### config.mk
export PLATFORM = sky130hd
export DESIGN_NAME = sorted_insert_priority_queue
export DESIGN_NICKNAME = d
export VERILOG_FILES = /design/src/sv/sipq_pkg.sv /design/src/sv/sipq_cell.sv /design/src/sv/sorted_insert_priority_queue.sv
export SDC_FILE = /design/constraint.sdc
export NUM_CORES = 1
export LEC_CHECK = 0
export BUFFER_PORTS_ARGS = -buffer_cell sky130_fd_sc_hd__buf_2
export CORE_MARGIN = 2
export CORE_UTILIZATION = 35
export CTS_BUF_LIST = sky130_fd_sc_hd__clkbuf_8
export DETAILED_ROUTE_END_ITERATION = 7
export PLACE_DENSITY = 0.56
export SETUP_SLACK_MARGIN = 0.05
export SYNTH_ARGS = -nofsm -noshare
export SYNTH_HDL_FRONTEND = slang
export SYNTH_SLANG_ARGS = --single-unit
### constraint.sdc
create_clock -name clk -period 3.45 [get_ports clk]
set_input_delay 0.345 -clock clk [delete_from_list [all_inputs] [get_ports clk]]
set_output_delay 0.345 -clock clk [all_outputs]
set_load 0.02 [all_outputs]
### src/sv/sipq_pkg.sv
`timescale 1ns / 1ps
`default_nettype none
// ----------------------------------------------------------------------------
// sipq_pkg: shared types and constants of the sorted insertion queue
// Request and result beats, the stored entry and the per-cell operation.
// ----------------------------------------------------------------------------
package sipq_pkg;

    localparam int KEY_W = 8;
    localparam int TAG_W = 2;
    localparam int OCC_W = 5;

    localparam logic KIND_INSERT = 1'b0;
    localparam logic KIND_REMOVE = 1'b1;

    typedef struct packed {
        logic             kind;
        logic [KEY_W-1:0] in_key;
        logic [TAG_W-1:0] in_tag;
    } sipq_req_t;

    typedef struct packed {
        logic             out_valid;
        logic [KEY_W-1:0] out_key;
        logic [TAG_W-1:0] out_tag;
        logic             rejected;
        logic [OCC_W-1:0] occupancy;
    } sipq_rsp_t;

    typedef struct packed {
        logic [KEY_W-1:0] key;
        logic [TAG_W-1:0] tag;
    } sipq_entry_t;

    // Chain-wide operation for the current cycle; at most one bit is set.
    typedef struct packed {
        logic ins;
        logic rem;
    } sipq_op_t;

endpackage : sipq_pkg
`default_nettype wire

### src/sv/sipq_cell.sv
`timescale 1ns / 1ps
`default_nettype none
// ----------------------------------------------------------------------------
// sipq_cell: one slot of the sorted chain
// Holds one entry, tells its right neighbor whether the new key lands
// behind it, and on an update takes the new entry or a neighbor's entry.
// ----------------------------------------------------------------------------
module sipq_cell
    import sipq_pkg::*;
(
    input  wire         clk,
    input  wire         occupied,
    input  sipq_op_t    op,
    input  sipq_entry_t new_entry,
    input  sipq_entry_t left_entry,
    input  sipq_entry_t right_entry,
    input  wire         left_behind,
    output sipq_entry_t entry,
    output logic        behind
);

    sipq_entry_t entry_reg;
    sipq_entry_t entry_next;

    // Equal keys stay ahead of the new entry.
    assign behind = occupied && (entry_reg.key >= new_entry.key);
    assign entry  = entry_reg;

    always_comb
    begin
        entry_next = entry_reg;
        if (op.ins && !behind)
        begin
            // First cell past the insertion point takes the new entry,
            // every later one shifts toward the tail.
            entry_next = left_behind ? new_entry : left_entry;
        end
        else if (op.rem)
        begin
            entry_next = right_entry;
        end
    end

    always_ff @(posedge clk)
    begin
        entry_reg <= entry_next;
    end

endmodule : sipq_cell
`default_nettype wire

### src/sv/sorted_insert_priority_queue.sv
`timescale 1ns / 1ps
`default_nettype none
// A result beat is registered and appears in the cycle after its request beat is accepted.
// The queue takes one request per cycle while the result side is not stalled;
// every cell of the chain updates in the same cycle.
// Reset clears the fill count and the result valid flag; cell contents are
// left as they are and only slots below the fill count are ever read.
// ----------------------------------------------------------------------------
// sorted_insert_priority_queue: priority queue on a chain of sorted cells
// Inserts place an entry behind all entries of equal or higher key, removes
// pop the head. Each request yields one result with the new occupancy.
// ----------------------------------------------------------------------------
module sorted_insert_priority_queue
    import sipq_pkg::*;
#(
    parameter int DEPTH = 16
)
(
    input  wire       clk,
    input  wire       rst_n,
    input  wire       req_valid,
    output logic      req_stall,
    input  sipq_req_t req,
    output logic      rsp_valid,
    input  wire       rsp_stall,
    output sipq_rsp_t rsp
);

    localparam int CW = $clog2(DEPTH + 1);

    logic [CW-1:0] count_reg;
    logic [CW-1:0] count_next;
    logic          rsp_valid_reg;
    logic          rsp_valid_next;
    sipq_rsp_t     rsp_reg;
    sipq_rsp_t     rsp_next;

    logic          accept;
    logic          full;
    logic          empty;
    sipq_op_t      op;
    sipq_entry_t   new_entry;
    sipq_entry_t   cell_entry [DEPTH];
    logic          cell_behind [DEPTH];

    assign req_stall = rsp_valid_reg && rsp_stall;
    assign accept    = req_valid && !req_stall;
    assign full      = (count_reg == CW'(DEPTH));
    assign empty     = (count_reg == '0);

    assign op.ins = accept && (req.kind == KIND_INSERT) && !full;
    assign op.rem = accept && (req.kind == KIND_REMOVE) && !empty;

    assign new_entry.key = req.in_key;
    assign new_entry.tag = req.in_tag;

    for (genvar i = 0; i < DEPTH; i++)
    begin : g_cell
        localparam logic [CW-1:0] IDX = CW'(i);

        sipq_entry_t left_entry;
        sipq_entry_t right_entry;
        logic        left_behind;

        if (i == 0)
        begin : g_head
            assign left_entry  = new_entry;
            assign left_behind = 1'b1;
        end
        else
        begin : g_body
            assign left_entry  = cell_entry[i-1];
            assign left_behind = cell_behind[i-1];
        end

        if (i == DEPTH - 1)
        begin : g_tail
            assign right_entry = new_entry;
        end
        else
        begin : g_mid
            assign right_entry = cell_entry[i+1];
        end

        sipq_cell u_cell (
            .clk         (clk),
            .occupied    (IDX < count_reg),
            .op          (op),
            .new_entry   (new_entry),
            .left_entry  (left_entry),
            .right_entry (right_entry),
            .left_behind (left_behind),
            .entry       (cell_entry[i]),
            .behind      (cell_behind[i])
        );
    end

    always_comb
    begin
        count_next = count_reg;
        if (op.ins)
        begin
            count_next = count_reg + CW'(1);
        end
        else if (op.rem)
        begin
            count_next = count_reg - CW'(1);
        end
    end

    always_comb
    begin
        rsp_next.out_valid = op.rem;
        rsp_next.out_key   = op.rem ? cell_entry[0].key : '0;
        rsp_next.out_tag   = op.rem ? cell_entry[0].tag : '0;
        rsp_next.rejected  = (req.kind == KIND_INSERT) && full;
        rsp_next.occupancy = OCC_W'(count_next);
    end

    // Hold the result beat while stalled, drop it once taken.
    assign rsp_valid_next = accept ? 1'b1 : (rsp_valid_reg && rsp_stall);

    always_ff @(posedge clk or negedge rst_n)
    begin
        if (!rst_n)
        begin
            count_reg     <= '0;
            rsp_valid_reg <= 1'b0;
        end
        else
        begin
            count_reg     <= count_next;
            rsp_valid_reg <= rsp_valid_next;
        end
    end

    always_ff @(posedge clk)
    begin
        if (accept)
        begin
            rsp_reg <= rsp_next;
        end
    end

    assign rsp_valid = rsp_valid_reg;
    assign rsp       = rsp_reg;

    a_count_bound: assert property (@(posedge clk) disable iff (!rst_n)
        count_reg <= CW'(DEPTH))
        else $error("fill count above depth");

    a_insert_grows: assert property (@(posedge clk) disable iff (!rst_n)
        op.ins |=> count_reg == $past(count_reg) + CW'(1))
        else $error("insert did not grow the queue");

    a_reject_full: assert property (@(posedge clk) disable iff (!rst_n)
        (accept && req.kind == KIND_INSERT && full) |=> $stable(count_reg))
        else $error("refused insert changed the queue");

    a_reject_no_data: assert property (@(posedge clk) disable iff (!rst_n)
        (rsp_valid && rsp.rejected) |-> !rsp.out_valid)
        else $error("refused insert returned an entry");

    a_head_order: assert property (@(posedge clk) disable iff (!rst_n)
        (count_reg >= CW'(2)) |-> cell_entry[0].key >= cell_entry[1].key)
        else $error("head entry out of order");

endmodule : sorted_insert_priority_queue
`default_nettype wire
== Yosys cells after proc, flatten, opt, wreduce, memory -nomap -nowiden ==
Index checks and enable logic that the tools add are counted.
Storage, ports and cells
  bits in registers: 183
  output and inout port bits: 19
Cells by class
  $add $sub $neg: 2
  $lt $le $gt $ge: 32
  eq/ne operators: 1
  multiplexer cells: 50
  bitwise logic cells: 1
  reduce and logical (&&, ||, !) cells: 75
Operator list (number)
  $mux 10: 47
  $ge 8x8->1: 16
  $lt 4x5->1 const A: 8
  $logic_and 1x1->1: 39
  $reduce_bool 2->1: 16
  $lt 3x5->1 const A: 4
  $logic_not 1->1: 19
  $lt 1x5->1 const A: 2
  $lt 2x5->1 const A: 2
  $mux 5: 2
  $add 5x1->5 const B: 1
  $eq 5x5->1 const B: 1
  $logic_not 5->1: 1
  $sub 5x1->5 const B: 1
  $mux 1: 1
  $not 1->1: 1

== Longest topological paths before layout ==
  depth in word-level cells: 7
  gate-level depth with buffers: 11

== By module ==
From an unflattened synthesis, not the netlist that was laid out.
Unflattened totals
  cell total of the unflattened synthesis: 1118
  area total of the unflattened synthesis: 13993.4 µm²
By module, submodules not included
  sipq_cell: times used 16, cells an instance 64, area each 803.3 µm², seq. area each 300.3 µm²
  sorted_insert_priority_queue: times used 1, cells an instance 94, area each 1141.1 µm², seq. area each 660.6 µm²

== Worst setup path after synthesis ==
Ideal clock, no wire load.
  path kind: input-to-reg
  start: in req[4] (netlist bit)
  end: reg g_cell[15].u_cell.entry_reg (netlist bit g_cell[15].u_cell.entry[0]), enable pin
  setup time: 0.391 ns
  data arrival time: 2.514 ns
  slack: 0.545 ns
  cell stages on the path: 7
  cell sequence: inv_1 -> ha_1 -> a211o_1 -> a31oi_1 -> o311ai_0 -> o21a_1 -> o21ai_0
Between the ends
  cells in the longest elaborated chain, start to end: 5
RTL lines
  from (decl): line sorted_insert_priority_queue.sv:23  | input sipq_req_t req,
  $ge 8x8->1: line sipq_cell.sv:26  | assign behind = occupied && (entry_reg.key >= new_entry.key);
  $logic_and 1x1->1: line sipq_cell.sv:26
  $logic_not 1->1: line sipq_cell.sv:32  | if (op.ins && !behind)
  $logic_and 1x1->1: line sipq_cell.sv:32
  $reduce_bool 2->1 (no source line)
  to (signal assigned): line sipq_cell.sv:46  | entry_reg <= entry_next;
  to (decl): line sipq_cell.sv:22  | sipq_entry_t entry_reg;
No other way between the ends.
A chain may end at the register's enable or synchronous reset.

== Final worst setup path ==
  start: in req[7] (netlist bit)
  end: reg g_cell[0].u_cell.entry_reg (netlist bit g_cell[0].u_cell.entry[2]), enable pin
Between the ends
  cells in the longest elaborated chain, start to end: 5
RTL lines (line)
  $ge 8x8->1: sipq_cell.sv:26
  $logic_and 1x1->1: sipq_cell.sv:26
  $logic_not 1->1: sipq_cell.sv:32
  $logic_and 1x1->1: sipq_cell.sv:32
  $reduce_bool 2->1 (no source line)
  to (signal assigned): sipq_cell.sv:46
  to (decl): sipq_cell.sv:22
No other way between the ends.

==> qor.yml <==
die:
  dieArea_sq_um: 36350
  die_y_microns: 190.7
  io_pins: 34
  num_rows: 68
  initial_utilization_pct: 35.39
  coreArea_sq_um: 34460
  die_w_microns: 190.7
place:
  pre_cts_ws_ns: 0.1964
  portBuffers: 33
  gp_congestion: 0.8060
  place_area_sq_um: 13180
  dp.cells: 1654
  dp_hpwl_microns: 25780
synth:
  netlist_instances: 1168
  synth.top_cell.area_share_pct: 43.58
  postSynthAreaPerCell_sq_um: 10.44
  synth_top_flop_cell: "edfxtp_1"
  synthArstFlopShare_pct: 3.279
  syn_nets: 1315
  synthTopCellsByArea: "edfxtp_1 44%, ha_1 14%, mux2i_1 6.2%"
  yosysTopAreaCell: "edfxtp_1"
  ys_ff_latch: 183
  yosys_warnings: 0
  ys_types: 55
  syn-cell-area_sq_um: 12200
  yosysSeqAreaShare_pct: 44.81
  synth-edff-count: 177
clock_network:
  cts_resized: 0
  htreeDepth: 4
  cts_num_sinks: 183
  cts_buffer_depth: 2
  post-cts-setup-buffers: 0
  path_clk_slew_ns: 0.10
  clk_latency_ns: 0.51
  ctsHoldBuffers: 1
  cts_buffers: 17
  root_buffer: "clkbuf_8"
  cts_tree: "built"
grt:
  grt-ovfl-total: 0
  grt_use_total_pct: 19.92
  first_global_vias: 9328
  grt_pass1_wl_microns: 54450
  grt_max_degree: 22
  antenna_found_initial: 0
sta:
  hold_viol_final: 0
  finClkSkew_ns: 0.02708
  max_slew.worst_pin.slew_ns: 0.7930
  timing.hold.ws_ns: 0.05982
  setup_ws_ns: 0.6951
  period_needed_ns: 2.755
  fin_crit_sh_pct: 79.85
  rsz0062_at_grt: "no"
  max_freq_mhz: 363.0
  slew_headroom_pct: 46.94
  maxSlewViolCount: 0
  setup_viol: 0
  fin_tns_setup_ns: 0
critical_path:
  cp.required_ns: 3.61
  crit_chain: "buf_2, inv_1, buf_12, ha_1, a211oi_1, nor2_1, o32a_1, nand2b_1, nand2_1"
  endpoint_kind: "flip-flop"
  crit_arrival_ns: 2.92
  crit_family: "simple AND/OR/NAND/NOR gates"
  worst-path-buf-inv: 3
  cp_slowest_stage_delay_ns: 0.45
  crit_type: "in -> reg"
  cp_slowest_cell: "nand2_1"
  cp_max_fo: 21
  startpoint_type: "primary input"
cells_and_area:
  final_common_cell: "edfxtp_1"
  area.growth.synth_to_final_pct: 11.49
  utilization_pct: 39.46
  finalNonFillerCells: 1688
  final_net_count: 1366
  design_area_sq_um: 13600
  final_cell_mix: "177 x edfxtp_1, 141 x nand2_1, 132 x ha_1"
  largest_reg_flops: 160
  drive_gt1_share_pct: 12.58
hold_path:
  worstHoldPathType: "in -> reg"
route:
  remaining_drc_errors: 0
  ant_nets: 0
  vias: 9510
  wl_per_cell_microns: 21.11
  wirelength_microns: 35640
  vias_per_cell: 5.634
  drt_iter0_markers: 772
  first_pass_iters: 5
status:
  status: "finished, final reports clean"
pwr:
  fin_total_pwr_mw: 8.410
  p_per_area_nw_per_um2: 618.5
  vdd_drop_max_mv: 0.2810
  leakage_nw: 5.425
run:
  maxCapViolCount: 0
worst register-to-register path, stage by stage (launching register included):
cell      delay (ns)
edfxtp_1        0.45
ha_1            0.32
a211oi_1        0.24
a211oi_1        0.12
o32a_1          0.32
nand2b_1        0.40
nand2_1         0.45
area by class of cell:
type | count | area, sq um
Timing Repair Buffer | 99 | 713.2
Clock buffer | 17 | 234.0
Sequential cell | 183 | 5465
Multi-Input combinational cell | 883 | 6314
Inverter | 35 | 131.4
Tap cell | 455 | 569.3
Antenna cell | 1 | 2.502
Clock inverter | 15 | 167.7
Fill cell | 3375 | 20860
cell usage after synthesis, types with 4 or more instances:
master / number
buf_2: 21
mux2i_1: 76
o211ai_1: 5
or2_1: 4
mux2_2: 20
dfrtp_1: 6
and2_1: 13
inv_1: 35
a21oi_1: 48
nand3_1: 6
nand4_1: 13
a221oi_1: 11
clkbuf_1: 43
nor3_1: 23
o21ai_0: 43
nor2_1: 68
a221o_1: 9
nor2b_1: 11
o21a_1: 4
a22o_1: 10
mux2_1: 34
edfxtp_1: 177
nand2_1: 141
o21ai_1: 123
ha_1: 132
nand2b_1: 10
a211oi_1: 38
worst paths after layout:
check | start | to | slack (ns) | depth (start not counted)
worst max-delay path | req[7] | g_cell[0].u_cell.entry[2]$_DFFE_PP_ | 0.70 | 9
worst min-delay path | req_valid | rsp_valid$_DFF_PN0_ | 0.06 | 2
worst max register to register | g_cell[0].u_cell.entry[4]$_DFFE_PP_ | g_cell[0].u_cell.entry[2]$_DFFE_PP_ | 0.81 | 6
worst min register to register | g_cell[15].u_cell.entry[1]$_DFFE_PP_ | g_cell[14].u_cell.entry[1]$_DFFE_PP_ | 0.56 | 2
max in group asynchronous | rst_n | rsp_valid$_DFF_PN0_ | 3.12 | 2
min in group asynchronous | rst_n | count_reg[3]$_DFF_PN0_ | 0.19 | 2
cell families (layout without fill, tap and decap cells):
| kind of cell | Yosys count | count (layout) | share of synthesized area [%] |
|---|---|---|---|
| compound gates | 312 | 312 | 15.46 |
| simple gates | 305 | 305 | 11.25 |
| flops | 183 | 183 | 44.81 |
| fa+ha+maj | 132 | 132 | 13.54 |
| mux | 130 | 130 | 11.22 |
| buf+inv | 102 | 166 | 3.416 |
| xor+xnor | 4 | 4 | 0.2873 |
| other cells | 0 | 1 | 0 |
power by group:
part / switching (mW) / internal (mW)
Combinational: 2.05 / 1.37
Sequential: 0.385 / 3.05
Clock: 0.897 / 0.661
per-layer routing:
layer / part of all wire (%) / GRT usage, % / vias to the layer above
met5: 0 / 0 / -
met4: 1.4 / 4.532 / 0
met3: 5.4 / 3.681 / 41
met2: 47 / 32.67 / 267
met1: 46 / 27.29 / 4710
li1: - / - / 4492
(Power assumes the default switching activity.)
